==> src/sv/pfr_pkg.sv <==
// ----------------------------------------------------------------------------
// pfr_pkg
// Shared constants and controller/datapath types for the page frame
// replacement unit.
// ----------------------------------------------------------------------------
package pfr_pkg;

    localparam int MAX_FRAMES_DEF = 8;
    localparam int PAGE_BITS_DEF  = 16;

    localparam int STAMP_W        = 32;
    localparam logic [STAMP_W-1:0] CNT_MAX = '1;

    localparam int FIDX_OUT_W     = 3;
    localparam int FCOUNT_W       = 4;
    localparam logic [FCOUNT_W-1:0] FCOUNT_RST = 4'd3;

    localparam int CFG_IDX_W      = 4;
    localparam int CFG_DATA_W     = 8;
    localparam logic [CFG_IDX_W-1:0] REG_REPLACE_MODE = 4'd0;
    localparam logic [CFG_IDX_W-1:0] REG_FRAME_COUNT  = 4'd1;

    localparam logic MODE_LRU  = 1'b0;
    localparam logic MODE_FIFO = 1'b1;

    typedef struct packed {
        logic load;
        logic scan;
        logic commit;
    } ctrl_cmd_t;

    typedef struct packed {
        logic scan_last;
        logic out_free;
    } dp_status_t;

endpackage

==> src/sv/pfr_if.sv <==
// ----------------------------------------------------------------------------
// pfr_if
// Channel interfaces: page reference in, replacement result out, register
// write port.
// ----------------------------------------------------------------------------
interface pfr_access_if #(
    parameter int PAGE_BITS = pfr_pkg::PAGE_BITS_DEF
);
    logic                 valid;
    logic                 ready;
    logic [PAGE_BITS-1:0] page_number;

    modport source (output valid, output page_number, input ready);
    modport sink   (input valid, input page_number, output ready);
endinterface

interface pfr_result_if #(
    parameter int PAGE_BITS = pfr_pkg::PAGE_BITS_DEF
);
    logic                           valid;
    logic                           ready;
    logic                           hit;
    logic [pfr_pkg::FIDX_OUT_W-1:0] frame_index;
    logic                           evicted_valid;
    logic [PAGE_BITS-1:0]           evicted_page;
    logic [pfr_pkg::STAMP_W-1:0]    fault_total;
    logic [pfr_pkg::STAMP_W-1:0]    reference_total;

    modport source (output valid, output hit, output frame_index, output evicted_valid,
                    output evicted_page, output fault_total, output reference_total,
                    input ready);
    modport sink   (input valid, input hit, input frame_index, input evicted_valid,
                    input evicted_page, input fault_total, input reference_total,
                    output ready);
endinterface

interface pfr_cfg_if;
    logic                           valid;
    logic                           ready;
    logic [pfr_pkg::CFG_IDX_W-1:0]  index;
    logic [pfr_pkg::CFG_DATA_W-1:0] data;

    modport source (output valid, output index, output data, input ready);
    modport sink   (input valid, input index, input data, output ready);
endinterface

==> src/sv/page_frame_replacement_top.sv <==
// ----------------------------------------------------------------------------
// page_frame_replacement_top
// LRU / FIFO page frame replacement over a fully associative frame set.
//
// Channels: access (page_number in), result (hit, frame_index, evicted_valid,
// evicted_page, fault_total, reference_total out), cfg (index, data writes:
// 0 replace_mode, 1 frame_count). A transfer happens when valid and ready
// are both high at a rising clk edge. cfg is always ready; write it only
// while no reference is in flight.
// Sequence: accept, then a scan of the N active frames (N = active frame count,
// 1..MAX_FRAMES), then commit, which loads the result register. The scan walks
// one frame per cycle through a single compare unit; a new reference is taken
// only after the previous one has committed.
// Reset (rst_n low, asynchronous): all frames empty, counters zero, LRU mode,
// frame_count 3, result channel empty.
// A stalled receiver holds the result register; the next reference is still
// accepted and scanned, and waits at commit until the result register frees.
// ----------------------------------------------------------------------------
module page_frame_replacement_top #(
    parameter int MAX_FRAMES = pfr_pkg::MAX_FRAMES_DEF,
    parameter int PAGE_BITS  = pfr_pkg::PAGE_BITS_DEF
) (
    input  logic         clk,
    input  logic         rst_n,
    pfr_access_if.sink   access,
    pfr_result_if.source result,
    pfr_cfg_if.sink      cfg
);

    pfr_pkg::ctrl_cmd_t  cmd;
    pfr_pkg::dp_status_t status;
    logic                in_ready;

    assign access.ready = in_ready;

    pfr_ctrl u_ctrl (
        .clk      (clk),
        .rst_n    (rst_n),
        .in_valid (access.valid),
        .in_ready (in_ready),
        .status   (status),
        .cmd      (cmd)
    );

    pfr_dpath #(
        .MAX_FRAMES (MAX_FRAMES),
        .PAGE_BITS  (PAGE_BITS)
    ) u_dpath (
        .clk         (clk),
        .rst_n       (rst_n),
        .page_number (access.page_number),
        .cmd         (cmd),
        .status      (status),
        .cfg         (cfg),
        .result      (result)
    );

endmodule

==> src/sv/pfr_ctrl.sv <==
// ----------------------------------------------------------------------------
// pfr_ctrl
// Sequencer: accept a reference, scan the active frames, commit the update.
// ----------------------------------------------------------------------------
module pfr_ctrl (
    input  logic                clk,
    input  logic                rst_n,
    input  logic                in_valid,
    output logic                in_ready,
    input  pfr_pkg::dp_status_t status,
    output pfr_pkg::ctrl_cmd_t  cmd
);

    localparam logic [1:0] ST_IDLE   = 2'd0;
    localparam logic [1:0] ST_SCAN   = 2'd1;
    localparam logic [1:0] ST_COMMIT = 2'd2;

    logic [1:0] state_reg;
    logic [1:0] state_next;

    always_comb
    begin
        state_next = state_reg;
        cmd        = '0;
        in_ready   = 1'b0;
        case (state_reg)
            ST_IDLE:
            begin
                in_ready = 1'b1;
                if (in_valid)
                begin
                    cmd.load   = 1'b1;
                    state_next = ST_SCAN;
                end
            end
            ST_SCAN:
            begin
                cmd.scan = 1'b1;
                if (status.scan_last)
                    state_next = ST_COMMIT;
            end
            ST_COMMIT:
            begin
                if (status.out_free)
                begin
                    cmd.commit = 1'b1;
                    state_next = ST_IDLE;
                end
            end
            default:
            begin
                state_next = ST_IDLE;
            end
        endcase
    end

    always_ff @(posedge clk or negedge rst_n)
    begin
        if (!rst_n)
            state_reg <= ST_IDLE;
        else
            state_reg <= state_next;
    end

endmodule

==> src/sv/pfr_dpath.sv <==
// ----------------------------------------------------------------------------
// pfr_dpath
// Frame table, scan registers (first match, first empty, oldest stamp),
// saturating counters, config registers and the result register.
// ----------------------------------------------------------------------------
module pfr_dpath #(
    parameter int MAX_FRAMES = pfr_pkg::MAX_FRAMES_DEF,
    parameter int PAGE_BITS  = pfr_pkg::PAGE_BITS_DEF
) (
    input  logic                  clk,
    input  logic                  rst_n,
    input  logic [PAGE_BITS-1:0]  page_number,
    input  pfr_pkg::ctrl_cmd_t    cmd,
    output pfr_pkg::dp_status_t   status,
    pfr_cfg_if.sink               cfg,
    pfr_result_if.source          result
);

    localparam int FIDX_W = (MAX_FRAMES > 1) ? $clog2(MAX_FRAMES) : 1;
    localparam int SW     = pfr_pkg::STAMP_W;

    logic                          mode_reg;
    logic [pfr_pkg::FCOUNT_W-1:0]  fcount_reg;

    logic [MAX_FRAMES-1:0]         valid_reg;
    logic [PAGE_BITS-1:0]          page_arr [MAX_FRAMES];
    logic [SW-1:0]                 load_arr [MAX_FRAMES];
    logic [SW-1:0]                 use_arr  [MAX_FRAMES];

    logic [SW-1:0]                 ref_cnt_reg;
    logic [SW-1:0]                 fault_cnt_reg;

    logic [PAGE_BITS-1:0]          page_reg;
    logic [FIDX_W-1:0]             scan_idx_reg;
    logic                          found_reg;
    logic [FIDX_W-1:0]             hit_idx_reg;
    logic                          empty_reg;
    logic [FIDX_W-1:0]             empty_idx_reg;
    logic [SW-1:0]                 min_stamp_reg;
    logic [FIDX_W-1:0]             victim_idx_reg;
    logic [PAGE_BITS-1:0]          victim_page_reg;

    logic                          out_valid_reg;
    logic                          out_hit_reg;
    logic [pfr_pkg::FIDX_OUT_W-1:0] out_fidx_reg;
    logic                          out_ev_valid_reg;
    logic [PAGE_BITS-1:0]          out_ev_page_reg;
    logic [SW-1:0]                 out_fault_reg;
    logic [SW-1:0]                 out_ref_reg;

    logic [4:0]                    n_eff;
    logic [FIDX_W-1:0]             last_idx;
    logic                          cur_valid;
    logic                          cur_match;
    logic [SW-1:0]                 cur_stamp;
    logic [FIDX_W-1:0]             commit_idx;
    logic [31:0]                   commit_idx_wide;
    logic                          evict;
    logic [SW-1:0]                 fault_next;
    logic [SW-1:0]                 ref_next;

    always_comb
    begin
        if (fcount_reg == '0)
            n_eff = 5'd1;
        else if (32'(fcount_reg) > MAX_FRAMES)
            n_eff = 5'(MAX_FRAMES);
        else
            n_eff = 5'(fcount_reg);
        last_idx = FIDX_W'(n_eff - 5'd1);

        cur_valid = valid_reg[scan_idx_reg];
        cur_match = cur_valid && (page_arr[scan_idx_reg] == page_reg);
        cur_stamp = (mode_reg == pfr_pkg::MODE_FIFO) ? load_arr[scan_idx_reg]
                                                     : use_arr[scan_idx_reg];

        evict = !found_reg && !empty_reg;
        if (found_reg)
            commit_idx = hit_idx_reg;
        else if (empty_reg)
            commit_idx = empty_idx_reg;
        else
            commit_idx = victim_idx_reg;
        commit_idx_wide = 32'(commit_idx);

        fault_next = fault_cnt_reg;
        if (!found_reg && (fault_cnt_reg != pfr_pkg::CNT_MAX))
            fault_next = fault_cnt_reg + 1'b1;
        ref_next = ref_cnt_reg;
        if (ref_cnt_reg != pfr_pkg::CNT_MAX)
            ref_next = ref_cnt_reg + 1'b1;

        status.scan_last = (scan_idx_reg == last_idx);
        status.out_free  = !out_valid_reg || result.ready;
    end

    assign cfg.ready = 1'b1;

    always_ff @(posedge clk or negedge rst_n)
    begin
        if (!rst_n)
        begin
            mode_reg   <= pfr_pkg::MODE_LRU;
            fcount_reg <= pfr_pkg::FCOUNT_RST;
        end
        else if (cfg.valid)
        begin
            case (cfg.index)
                pfr_pkg::REG_REPLACE_MODE: mode_reg   <= cfg.data[0];
                pfr_pkg::REG_FRAME_COUNT:  fcount_reg <= cfg.data[pfr_pkg::FCOUNT_W-1:0];
                default: ;
            endcase
        end
    end

    // control state: valid bits, counters, result valid
    always_ff @(posedge clk or negedge rst_n)
    begin
        if (!rst_n)
        begin
            valid_reg     <= '0;
            ref_cnt_reg   <= '0;
            fault_cnt_reg <= '0;
            out_valid_reg <= 1'b0;
        end
        else
        begin
            if (result.ready)
                out_valid_reg <= 1'b0;
            if (cmd.commit)
            begin
                valid_reg[commit_idx] <= 1'b1;
                ref_cnt_reg           <= ref_next;
                fault_cnt_reg         <= fault_next;
                out_valid_reg         <= 1'b1;
            end
        end
    end

    // frame payload and scan registers
    always_ff @(posedge clk)
    begin
        if (cmd.load)
        begin
            page_reg     <= page_number;
            scan_idx_reg <= '0;
            found_reg    <= 1'b0;
            empty_reg    <= 1'b0;
        end
        if (cmd.scan)
        begin
            scan_idx_reg <= scan_idx_reg + 1'b1;
            if (!found_reg && cur_match)
            begin
                found_reg   <= 1'b1;
                hit_idx_reg <= scan_idx_reg;
            end
            if (!empty_reg && !cur_valid)
            begin
                empty_reg     <= 1'b1;
                empty_idx_reg <= scan_idx_reg;
            end
            if ((scan_idx_reg == '0) || (cur_stamp < min_stamp_reg))
            begin
                min_stamp_reg   <= cur_stamp;
                victim_idx_reg  <= scan_idx_reg;
                victim_page_reg <= page_arr[scan_idx_reg];
            end
        end
        if (cmd.commit)
        begin
            use_arr[commit_idx] <= ref_cnt_reg;
            if (!found_reg)
            begin
                page_arr[commit_idx] <= page_reg;
                load_arr[commit_idx] <= ref_cnt_reg;
            end
            out_hit_reg      <= found_reg;
            out_fidx_reg     <= commit_idx_wide[pfr_pkg::FIDX_OUT_W-1:0];
            out_ev_valid_reg <= evict;
            out_ev_page_reg  <= evict ? victim_page_reg : '0;
            out_fault_reg    <= fault_next;
            out_ref_reg      <= ref_next;
        end
    end

    assign result.valid           = out_valid_reg;
    assign result.hit             = out_hit_reg;
    assign result.frame_index     = out_fidx_reg;
    assign result.evicted_valid   = out_ev_valid_reg;
    assign result.evicted_page    = out_ev_page_reg;
    assign result.fault_total     = out_fault_reg;
    assign result.reference_total = out_ref_reg;

endmodule
==> src/flat_wrapper.sv <==
// flat-port wrapper written by rule: the top's interface ports become plain ports
module page_frame_replacement_top_flat 
#(
    parameter int MAX_FRAMES = pfr_pkg::MAX_FRAMES_DEF,
    parameter int PAGE_BITS  = pfr_pkg::PAGE_BITS_DEF
)
  (clk, rst_n, access_valid, access_page_number, access_ready, result_valid, result_hit, result_frame_index, result_evicted_valid, result_evicted_page, result_fault_total, result_reference_total, result_ready, cfg_valid, cfg_index, cfg_data, cfg_ready);
  pfr_access_if #(.PAGE_BITS(PAGE_BITS)) access_i ();
  pfr_result_if #(.PAGE_BITS(PAGE_BITS)) result_i ();
  pfr_cfg_if cfg_i ();
  input  logic clk;
  input  logic rst_n;
  input wire logic [$bits(access_i.valid)-1:0] access_valid;
  input wire logic [$bits(access_i.page_number)-1:0] access_page_number;
  output wire logic [$bits(access_i.ready)-1:0] access_ready;
  output wire logic [$bits(result_i.valid)-1:0] result_valid;
  output wire logic [$bits(result_i.hit)-1:0] result_hit;
  output wire logic [$bits(result_i.frame_index)-1:0] result_frame_index;
  output wire logic [$bits(result_i.evicted_valid)-1:0] result_evicted_valid;
  output wire logic [$bits(result_i.evicted_page)-1:0] result_evicted_page;
  output wire logic [$bits(result_i.fault_total)-1:0] result_fault_total;
  output wire logic [$bits(result_i.reference_total)-1:0] result_reference_total;
  input wire logic [$bits(result_i.ready)-1:0] result_ready;
  input wire logic [$bits(cfg_i.valid)-1:0] cfg_valid;
  input wire logic [$bits(cfg_i.index)-1:0] cfg_index;
  input wire logic [$bits(cfg_i.data)-1:0] cfg_data;
  output wire logic [$bits(cfg_i.ready)-1:0] cfg_ready;
  assign access_i.valid = access_valid;
  assign access_i.page_number = access_page_number;
  assign access_ready = access_i.ready;
  assign result_valid = result_i.valid;
  assign result_hit = result_i.hit;
  assign result_frame_index = result_i.frame_index;
  assign result_evicted_valid = result_i.evicted_valid;
  assign result_evicted_page = result_i.evicted_page;
  assign result_fault_total = result_i.fault_total;
  assign result_reference_total = result_i.reference_total;
  assign result_i.ready = result_ready;
  assign cfg_i.valid = cfg_valid;
  assign cfg_i.index = cfg_index;
  assign cfg_i.data = cfg_data;
  assign cfg_ready = cfg_i.ready;
  page_frame_replacement_top #(.MAX_FRAMES(MAX_FRAMES), .PAGE_BITS(PAGE_BITS)) u_core (.clk(clk), .rst_n(rst_n), .access(access_i), .result(result_i), .cfg(cfg_i));
endmodule
==> config.mk <==
export PLATFORM = sky130hd
export DESIGN_NAME = page_frame_replacement_top_flat
export DESIGN_NICKNAME = d
export VERILOG_FILES = /design/src/sv/pfr_pkg.sv /design/src/sv/pfr_if.sv /design/src/sv/page_frame_replacement_top.sv /design/src/sv/pfr_ctrl.sv /design/src/sv/pfr_dpath.sv /design/src/flat_wrapper.sv
export SDC_FILE = /design/constraint.sdc
export NUM_CORES = 1
export LEC_CHECK = 0
export ABC_AREA = 1
export BUFFER_PORTS_ARGS = -buffer_cell sky130_fd_sc_hd__buf_2
export CAP_MARGIN = 30
export CORE_UTILIZATION = 35
export DETAILED_ROUTE_END_ITERATION = 8
export PLACE_DENSITY = 0.59
export SLEW_MARGIN = 40
export SYNTH_ARGS = -nofsm -noshare
export SYNTH_HDL_FRONTEND = slang
export SYNTH_HIERARCHICAL = 1
export SYNTH_SLANG_ARGS = --single-unit
==> constraint.sdc <==
create_clock -name clk -period 14.75 [get_ports clk]
set_clock_uncertainty 0.05 [all_clocks]
set_input_delay 2.95 -clock clk [delete_from_list [all_inputs] [get_ports clk]]
set_output_delay 2.95 -clock clk [all_outputs]
set_load 0.05 [all_outputs]
# --- Yosys cells after proc, flatten, opt, wreduce, memory -nomap -nowiden ---
# Memory sizes are Yosys's and may differ from the RTL's. A register that Yosys moved wholly into a read port is not among the register bits.
# Cells that the tools add are included.
op_classes:
  n_addsub: 4
  magnitude_cmp: 5
  n_eq_ne: 10
  n_mux: 39
  bitwise_logic: 1
  n_reduce_logical: 24
op_table:
  columns: ["op", "n"]
  rows:
  - ["2-to-1 mux 32 bit", 3]
  - ["adder 32 x 1 -> 32 bit (second input constant)", 2]
  - ["inequality test 32 bit (second input constant)", 2]
  - ["less-than comparator 32 bit", 1]
  - ["2-to-1 mux 3 bit", 9]
  - ["2-to-1 mux 1 bit", 21]
  - ["== test 16 bit", 1]
  - ["AND reduction 2 bit", 5]
  - ["zero test 4 bit", 2]
  - ["less-than comparator 3 x 4 -> 1 bit (second input constant)", 2]
  - ["OR 8 bit", 1]
  - ["logical AND 1 bit", 6]
  - ["2-to-1 mux 2 bit", 3]
  - ["case mux 2 bit (3 select lines)", 1]
  - ["== test 4 x 1 -> 1 bit (second input constant)", 1]
  - ["greater-than comparator 4 bit (second input constant)", 1]
  - ["zero test 1 bit", 4]
  - ["inequality test 2 x 1 -> 1 bit (second input constant)", 2]
  - ["nonzero test 2 bit", 2]
  - ["adder 3 x 1 -> 3 bit (second input constant)", 1]
  - ["binary-select mux 1 bit (select 3 bit)", 1]
  - ["demux 1 bit (select 3 bit)", 1]
  - ["== test 3 bit", 1]
  - [">= comparator 3 x 1 -> 1 bit (second input constant)", 1]
  - ["other kinds (8)", 9]
word_totals:
  register_bits: 243
  ram_bits: 640
  out_inout_bits: 88
  mem_count: 3
mem_list:
  columns: ["memory", "words", "width", "read_ports", "rd_ports_with_merged_regs", "wr", "line_no", "text"]
  rows:
  - ["u_core.u_dpath.load_arr", 8, 32, 1, 1, 1, "pfr_dpath.sv:27", "logic [SW-1:0] load_arr [MAX_FRAMES];"]
  - ["u_core.u_dpath.use_arr", 8, 32, 1, 1, 1, "pfr_dpath.sv:28", "logic [SW-1:0] use_arr [MAX_FRAMES];"]
  - ["u_core.u_dpath.page_arr", 8, 16, 1, 1, 1, "pfr_dpath.sv:26", "logic [PAGE_BITS-1:0] page_arr [MAX_FRAMES];"]

# --- Depth between registers and ports, before layout ---
# Gate-level depths: netlist of the first run.
logic_depth:
  word_depth: 7
  ltp_mapped: 22
  mapped_depth_nobuf: 18

# --- Modules after synthesis ---
# The synthesis of the first run kept the hierarchy.
modules_own_cells:
  columns: ["mod", "instances", "cells_per_inst", "area_per_inst_um2"]
  rows:
  - ["pfr_dpath", 1, 2876, 36169.7]
  - ["pfr_ctrl", 1, 18, 135.1]

# --- Worst setup path after synthesis of the first run ---
# Ideal clock, no wire load.
synth_path:
  kind: "input -> register"
  startpoint: "input port result_ready"
  endpoint: "memory u_core/u_dpath/load_arr[3][0] in the netlist's numbering, enable pin"
  setup_time_ps: 455
  arrival_time_ps: 12282
  required_time_ps: 14245
  slack_ps: 1963
  path_stages: 7
  cell_sequence: "inv_1 nand2_1 nor3b_1 clkbuf_1 clkbuf_1 nand2_1 nor2_1"
synth_rtl:
  columns: ["element", "line_no", "text"]
  rows:
  - ["from (decl)", "flat_wrapper.sv:23", "input wire logic [$bits(result_i.ready)-1:0] result_ready;"]
  - ["to (decl)", "pfr_dpath.sv:27", null]

==> impl_metrics.env, run 1 <==
export IMPL_globalplace_congestion=0.866
export IMPL_reg2reg_slack_ns=9.71
export IMPL_power_density_nw_per_um2=188
export IMPL_finalPower_mw=7.75
export IMPL_post_dp_cell_area_um2=38400
export IMPL_yosysMostFrequentCell="edfxtp_1"
export IMPL_core_um2=102000
export IMPL_numCtsBuffers=89
export IMPL_grt_overflow_total=0
export IMPL_synth_top_area_share_pct=66.3
export IMPL_vias_per_cell=5.11
export IMPL_status="finished, final reports clean"
export IMPL_post_route_drc_count=0
export IMPL_ir_drop_mv=0.129
export IMPL_fin_area_um2=41300
export IMPL_cp_max_fo=180
export IMPL_cts_resized_gates=0
export IMPL_antenna_found_initial=4
export IMPL_min_path_type="register to register"
export IMPL_ys_seq_elements=886
export IMPL_grt_use_met2_pct=28.4
export IMPL_clkLatencyLatePin_ns=0.64
export IMPL_cts_sinks=886
export IMPL_post_dp_hpwl_mm=48.8
export IMPL_start_kind="register"
export IMPL_syn_instance_count=2894
export IMPL_rsz0062_at_grt="false"
export IMPL_cts_clk_slew_worst_paths_ns=0.06
export IMPL_fillers=9481
export IMPL_reg_top3="u_core/u_dpath/load_arr: 256 flops, u_core/u_dpath/use_arr: 256 flops, u_core/u_dpath/page_arr: 128 flops"
export IMPL_synth_area_leaders="edfxtp_1, dfrtp_1, o21ai_0"
export IMPL_synth_edf_count=801
export IMPL_nets=3058
export IMPL_yosys_area_top_type="edfxtp_1"
export IMPL_clock_path_buffers=3
export IMPL_avgSynthCellArea_um2=12.5
export IMPL_grt_first_pass_wirelength_mm=132
export IMPL_setup_slack_ns=9.71
export IMPL_vias=22623
export IMPL_tritoncts="built"
export IMPL_synthFlopType="edfxtp_1"
export IMPL_postCtsSetupBuffers=0
export IMPL_drv_slew=0
export IMPL_r2r_cells=17
export IMPL_synth_commonest_cells="edfxtp_1, nor2_1, o21ai_0"
export IMPL_cts_hold_buf=0
export IMPL_use_met1_pct=21.4
export IMPL_final_setup_tns_ns=0
export IMPL_root_buffer="clkbuf_16"
export IMPL_fmax_mhz=198
export IMPL_finalSetupViolCount=0
export IMPL_instances_no_fill=4430
export IMPL_synth_cell_types=55
export IMPL_crit_type="register to register"
export IMPL_grt_max_degree=193
export IMPL_crit_arrival_ns=5.25
export IMPL_detail_route_antenna_nets=0
export IMPL_post_route_period_util_pct=34.2
export IMPL_cap_violations=0
export IMPL_max_slew_margin_pct=41.5
export IMPL_synth_yosys_seq_area_share_pct=72.0
export IMPL_grt_usage_pct=16.5
export IMPL_endpoint="u_core/u_dpath/min_stamp_reg[5]"
export IMPL_htreeDepth=3
export IMPL_syn_cell_area_um2=36300
export IMPL_met3_usage_pct=2.58
export IMPL_drt_initial_drc_count=1817
export IMPL_hold_depth=2
export IMPL_p_leak_nw=14.5
export IMPL_cp_end_kind="register"
export IMPL_grt_busiest_layer="met2"
export IMPL_synth_net_count=2963
export IMPL_drive_gt1_share_pct=12.0
export IMPL_period_needed_ns=5.04
export IMPL_start_util_pct=35.5
export IMPL_die_w_um=324
export IMPL_grt_pass1_vias=21885
export IMPL_rr_endpoint="u_core/u_dpath/min_stamp_reg[5]"
export IMPL_tightestPinTransition_ns=0.878
export IMPL_ys_warnings_count=6
export IMPL_finalHoldViolations=0
export IMPL_dpl_cell_count=4263
export IMPL_async_flop_share_pct=9.03
export IMPL_pre_cts_ws_ns=8.53
export IMPL_portBuffers=115
export IMPL_cp_required_ns=14.96
export IMPL_wl_mm=86.6
export IMPL_io_pins=121
export IMPL_syn2layout_area_growth_pct=13.8
export IMPL_die_h_um=324
export IMPL_wl_per_cell_um=19.5
export IMPL_dr_pass1_iters=6
export IMPL_die_area_um2=105000
export IMPL_rows=117
-- through the flow --
step	hold slack, ns	utilization (%)
finish	0.412	40.4
global route	0.444	40.4
CTS	0.416	40.3
detailed placement	0.403	37.6
global placement	0.397	37.5
floorplan	0.377	-
-- worst max-delay path: stages, from the launching register on --
cell and delay (ns):
dfxtp_4 0.44, buf_12 0.59, buf_4 0.70, o21ai_0 0.20, o221ai_1 0.21, o211ai_1 0.11
nand2_1 0.15, ha_1 0.26, a21oi_1 0.16, o21ai_0 0.10, nand3_1 0.07, nand2_1 0.06
nand2_1 0.06, a21oi_1 0.10, a211oi_1 0.24, nand2_1 0.23, a21oi_4 0.17, buf_6 0.50
-- power by group --
part / leakage [nW] / switching [mW] / internal [mW]
combinational: 4.55 / 1.67 / 0.624
sequential: 8.65 / 0.162 / 3.13
clock: 1.33 / 0.922 / 1.24
-- cells in the final DEF, fill, tap and decap left out, types with 6 or more instances in the layout --
cell / Yosys / final
o21ai_1: 17 / 17
dfrtp_1: 78 / 77
clkinv_1: 4 / 16
buf_2: 25 / 114
o21ai_0: 375 / 375
nand2_2: 6 / 6
clkbuf_1: 106 / 28
a31oi_1: 6 / 6
nor2_4: 4 / 20
o22ai_1: 43 / 43
or2_2: 18 / 18
nand3_1: 78 / 78
ha_1: 36 / 36
buf_6: 6 / 8
nor3_1: 28 / 28
buf_4: 7 / 27
nor4_1: 9 / 9
nand4_1: 36 / 36
clkbuf_16: 0 / 91
nor2_1: 416 / 399
o221ai_1: 114 / 114
clkinvlp_4: 0 / 7
xor2_1: 50 / 50
o211ai_1: 27 / 27
edfxtp_1: 801 / 801
clkinv_2: 0 / 11
inv_2: 6 / 6
inv_1: 176 / 176
a21oi_1: 21 / 20
nand2_1: 334 / 334
-- routing by layer --
layer / vias up / wire length, um / share of wire [%]
met1: 11295 / 37400 / 43
met2: 551 / 43100 / 50
met5: - / 0 / 0
met3: 107 / 4550 / 5.3
li1: 10670 / - / -
met4: 0 / 1580 / 1.8
-- final cells by class --
type	count	area (um2)	share of cell area, %
repair buffers	157	1030	2.50
clock buffers	123	2440	5.90
diodes	1	2.50	0.00606
multi-input cells	1668	8900	21.6
well taps	1368	1710	4.14
clock inverters	40	337	0.815
inverters	187	714	1.73
flip-flops and latches	886	26200	63.4
-- cell families after synthesis --
logic type                 Yosys count  share of synthesized area, %
muxes                                2                        0.0620
DFF                                886                          72.0
and+or+nand+nor                    962                          11.4
adders and majority gates           36                          1.24
AOI/OAI and AO/OA                  612                          10.1
xor gates and xnor gates            55                          1.35
buffers and inverters              340                          3.80
other                                1                        0.0103
-- how the worst min path moves through the flow --
| stage | startpoint | endpoint | slack (ns) |
|---|---|---|---|
| after CTS | u_core/u_dpath/valid_reg[1] | u_core/u_dpath/valid_reg[1] | 0.42 |
| after floorplan | u_core/u_dpath/valid_reg[2] | u_core/u_dpath/valid_reg[2] | 0.38 |
| final | u_core/u_dpath/valid_reg[1] | u_core/u_dpath/valid_reg[1] | 0.41 |
| after global routing | u_core/u_dpath/valid_reg[4] | u_core/u_dpath/valid_reg[4] | 0.44 |
| after detailed placement | u_core/u_dpath/valid_reg[1] | u_core/u_dpath/valid_reg[1] | 0.40 |
| after global placement | u_core/u_dpath/valid_reg[1] | u_core/u_dpath/valid_reg[1] | 0.40 |
Note: power is estimated with default switching activity, not from simulation.
==> run 2: changes to the inputs <==
--- a/config.mk
+++ b/config.mk
@@ -10,7 +10,7 @@
 export CAP_MARGIN = 30
 export CORE_UTILIZATION = 35
 export DETAILED_ROUTE_END_ITERATION = 8
-export PLACE_DENSITY = 0.59
+export PLACE_DENSITY = 0.61
 export SLEW_MARGIN = 40
 export SYNTH_ARGS = -nofsm -noshare
 export SYNTH_HDL_FRONTEND = slang
==> constraint.sdc (replaced) <==
create_clock -name clk -period 4.17 [get_ports clk]
set_clock_uncertainty 0.05 [all_clocks]
set_input_delay 0.834 -clock clk [delete_from_list [all_inputs] [get_ports clk]]
set_output_delay 0.834 -clock clk [all_outputs]
set_load 0.05 [all_outputs]
==> run 2 against run 1 <==
Net effect: combinational power increased to 3.8 times the previous value; design area grew 2.2%; utilization up 0.90 points; sequential power rose to 3.5 times the previous value; die area unchanged; wire length up 2.9%; critical endpoint is now u_core/u_dpath/min_stamp_reg[2].
==> impl_metrics.env, run 2 (synthesis gave the netlist of run 1 again) <==
export IMPL_tritoncts="built"
export IMPL_drv_slew=0
export IMPL_postCtsSetupBuffers=0
export IMPL_cts_sinks=886
export IMPL_max_slew_margin_pct=43.9
export IMPL_finalSetupViolCount=0
export IMPL_syn2layout_area_growth_pct=16.3
export IMPL_grt_use_met2_pct=29.2
export IMPL_cp_end_kind="register"
export IMPL_met3_usage_pct=2.21
export IMPL_post_dp_hpwl_mm=50.1
export IMPL_grt_pass1_vias=22132
export IMPL_grt_max_degree=171
export IMPL_reg2reg_slack_ns=0.41
export IMPL_fmax_mhz=266
export IMPL_setup_slack_ns=0.408
export IMPL_post_route_period_util_pct=90.2
export IMPL_grt_overflow_total=0
export IMPL_drt_initial_drc_count=1933
export IMPL_pre_cts_ws_ns=0.436
export IMPL_die_w_um=324
export IMPL_grt_first_pass_wirelength_mm=135
export IMPL_drive_gt1_share_pct=14.1
export IMPL_dr_pass1_iters=5
export IMPL_nets=3105
export IMPL_wl_mm=89.2
export IMPL_globalplace_congestion=0.844
export IMPL_core_um2=102000
export IMPL_clkLatencyLatePin_ns=0.66
export IMPL_cts_clk_slew_worst_paths_ns=0.07
export IMPL_cp_required_ns=4.49
export IMPL_wl_per_cell_um=19.9
export IMPL_finish_utilization_pct=41.3
export IMPL_vias_per_cell=5.09
export IMPL_finalHoldViolations=0
export IMPL_period_needed_ns=3.76
export IMPL_detail_route_antenna_nets=0
export IMPL_power_density_nw_per_um2=675
export IMPL_cts_resized_gates=0
export IMPL_p_leak_nw=15.0
export IMPL_antenna_found_initial=3
export IMPL_portBuffers=115
export IMPL_crit_arrival_ns=4.08
export IMPL_ir_drop_mv=0.474
export IMPL_final_setup_tns_ns=0
export IMPL_die_h_um=324
export IMPL_vias=22830
export IMPL_rows=117
export IMPL_start_util_pct=35.5
export IMPL_grt_busiest_layer="met2"
export IMPL_tightestPinTransition_ns=0.841
export IMPL_crit_type="register to register"
export IMPL_finalPower_mw=28.5
export IMPL_grt_usage_pct=17.0
export IMPL_final_cell_mix="edfxtp_1, nor2_1, o21ai_0"
export IMPL_die_area_um2=105000
export IMPL_numCtsBuffers=88
export IMPL_start_kind="register"
export IMPL_status="finished, final reports clean"
export IMPL_reg_top3="u_core/u_dpath/load_arr: 256 flops, u_core/u_dpath/use_arr: 256 flops, u_core/u_dpath/page_arr: 128 flops"
export IMPL_cts_hold_buf=0
export IMPL_rsz0062_at_grt="false"
export IMPL_htreeDepth=3
export IMPL_layout_commonest_cell="edfxtp_1"
export IMPL_use_met1_pct=22.0
export IMPL_cap_violations=0
export IMPL_min_path_type="primary input to async pin"
export IMPL_root_buffer="clkbuf_16"
export IMPL_whs_ns=0.0964
export IMPL_io_pins=121
export IMPL_clock_path_buffers=3
export IMPL_post_route_drc_count=0
export IMPL_cp_max_fo=32
==> run 2: cell types whose count changed in the layout (fill, tap and decap cells not counted), moves of 7 or more <==
cell	change
buf_12	+26
buf_4	+35
buf_6	-7
bufinv_16	+11
clkbuf_1	-11
==> run 2: final cells by class <==
class,instances,area [um2]
antenna,1,2.50
clock buffer,107,2300
clock inverter,59,773
fill,9306,60100
inverter,187,721
multi-input combinational,1668,8930
sequential,886,26200
tap,1368,1710
timing repair buffer,205,1610
==> run 2: worst max-delay path, cell delays in order (launching register included) <==
cell and delay [ns]:
dfxtp_4 0.36, inv_4 0.35, buf_4 0.34, o21ai_0 0.12
o221ai_1 0.20, nand3_1 0.10, nand2_1 0.21, ha_1 0.18
nand2_1 0.05, nor2_1 0.20, nand4_1 0.24, nor4_1 0.25
buf_4 0.17, nand2_1 0.05, nand2_1 0.22, a21oi_4 0.12
buf_12 0.19
==> run 2: stage by stage <==
stage | cell area, um2 | instances
2_1_floorplan | 36500 | 2894
3_3_place_gp | 39100 | 4314
3_5_place_dp | 39100 | 4314
4_1_cts | 42200 | 4480
5_1_grt | 42200 | 4480
6_report | 42200 | 4481
==> run 2: layer usage <==
metal	up-vias	wire length (um)	share of wire (%)
met2	644	44400	50
li1	10777	-	-
met4	2	2150	2.4
met3	139	4650	5.2
met5	-	9	0.010
met1	11268	37900	43
==> run 2: path summary, 6_finish.rpt <==
kind,from,to,depth (start not counted)
min reg2reg,u_core/u_dpath/valid_reg[3],u_core/u_dpath/valid_reg[3],1
min,rst_n,u_core/u_dpath/ref_cnt_reg[0],1
max,register,u_core/u_dpath/min_stamp_reg[2],16
max reg2reg,register,u_core/u_dpath/min_stamp_reg[2],16
min in group clk,access_page_number[15],u_core/u_dpath/page_reg[15],1
max in group asynchronous,rst_n,u_core/u_dpath/fault_cnt_reg[3],2
==> run 2: power breakdown <==
part           switching (mW)  internal, mW
registers               0.365          11.1
clock network            3.38          4.97
logic                    6.20          2.51
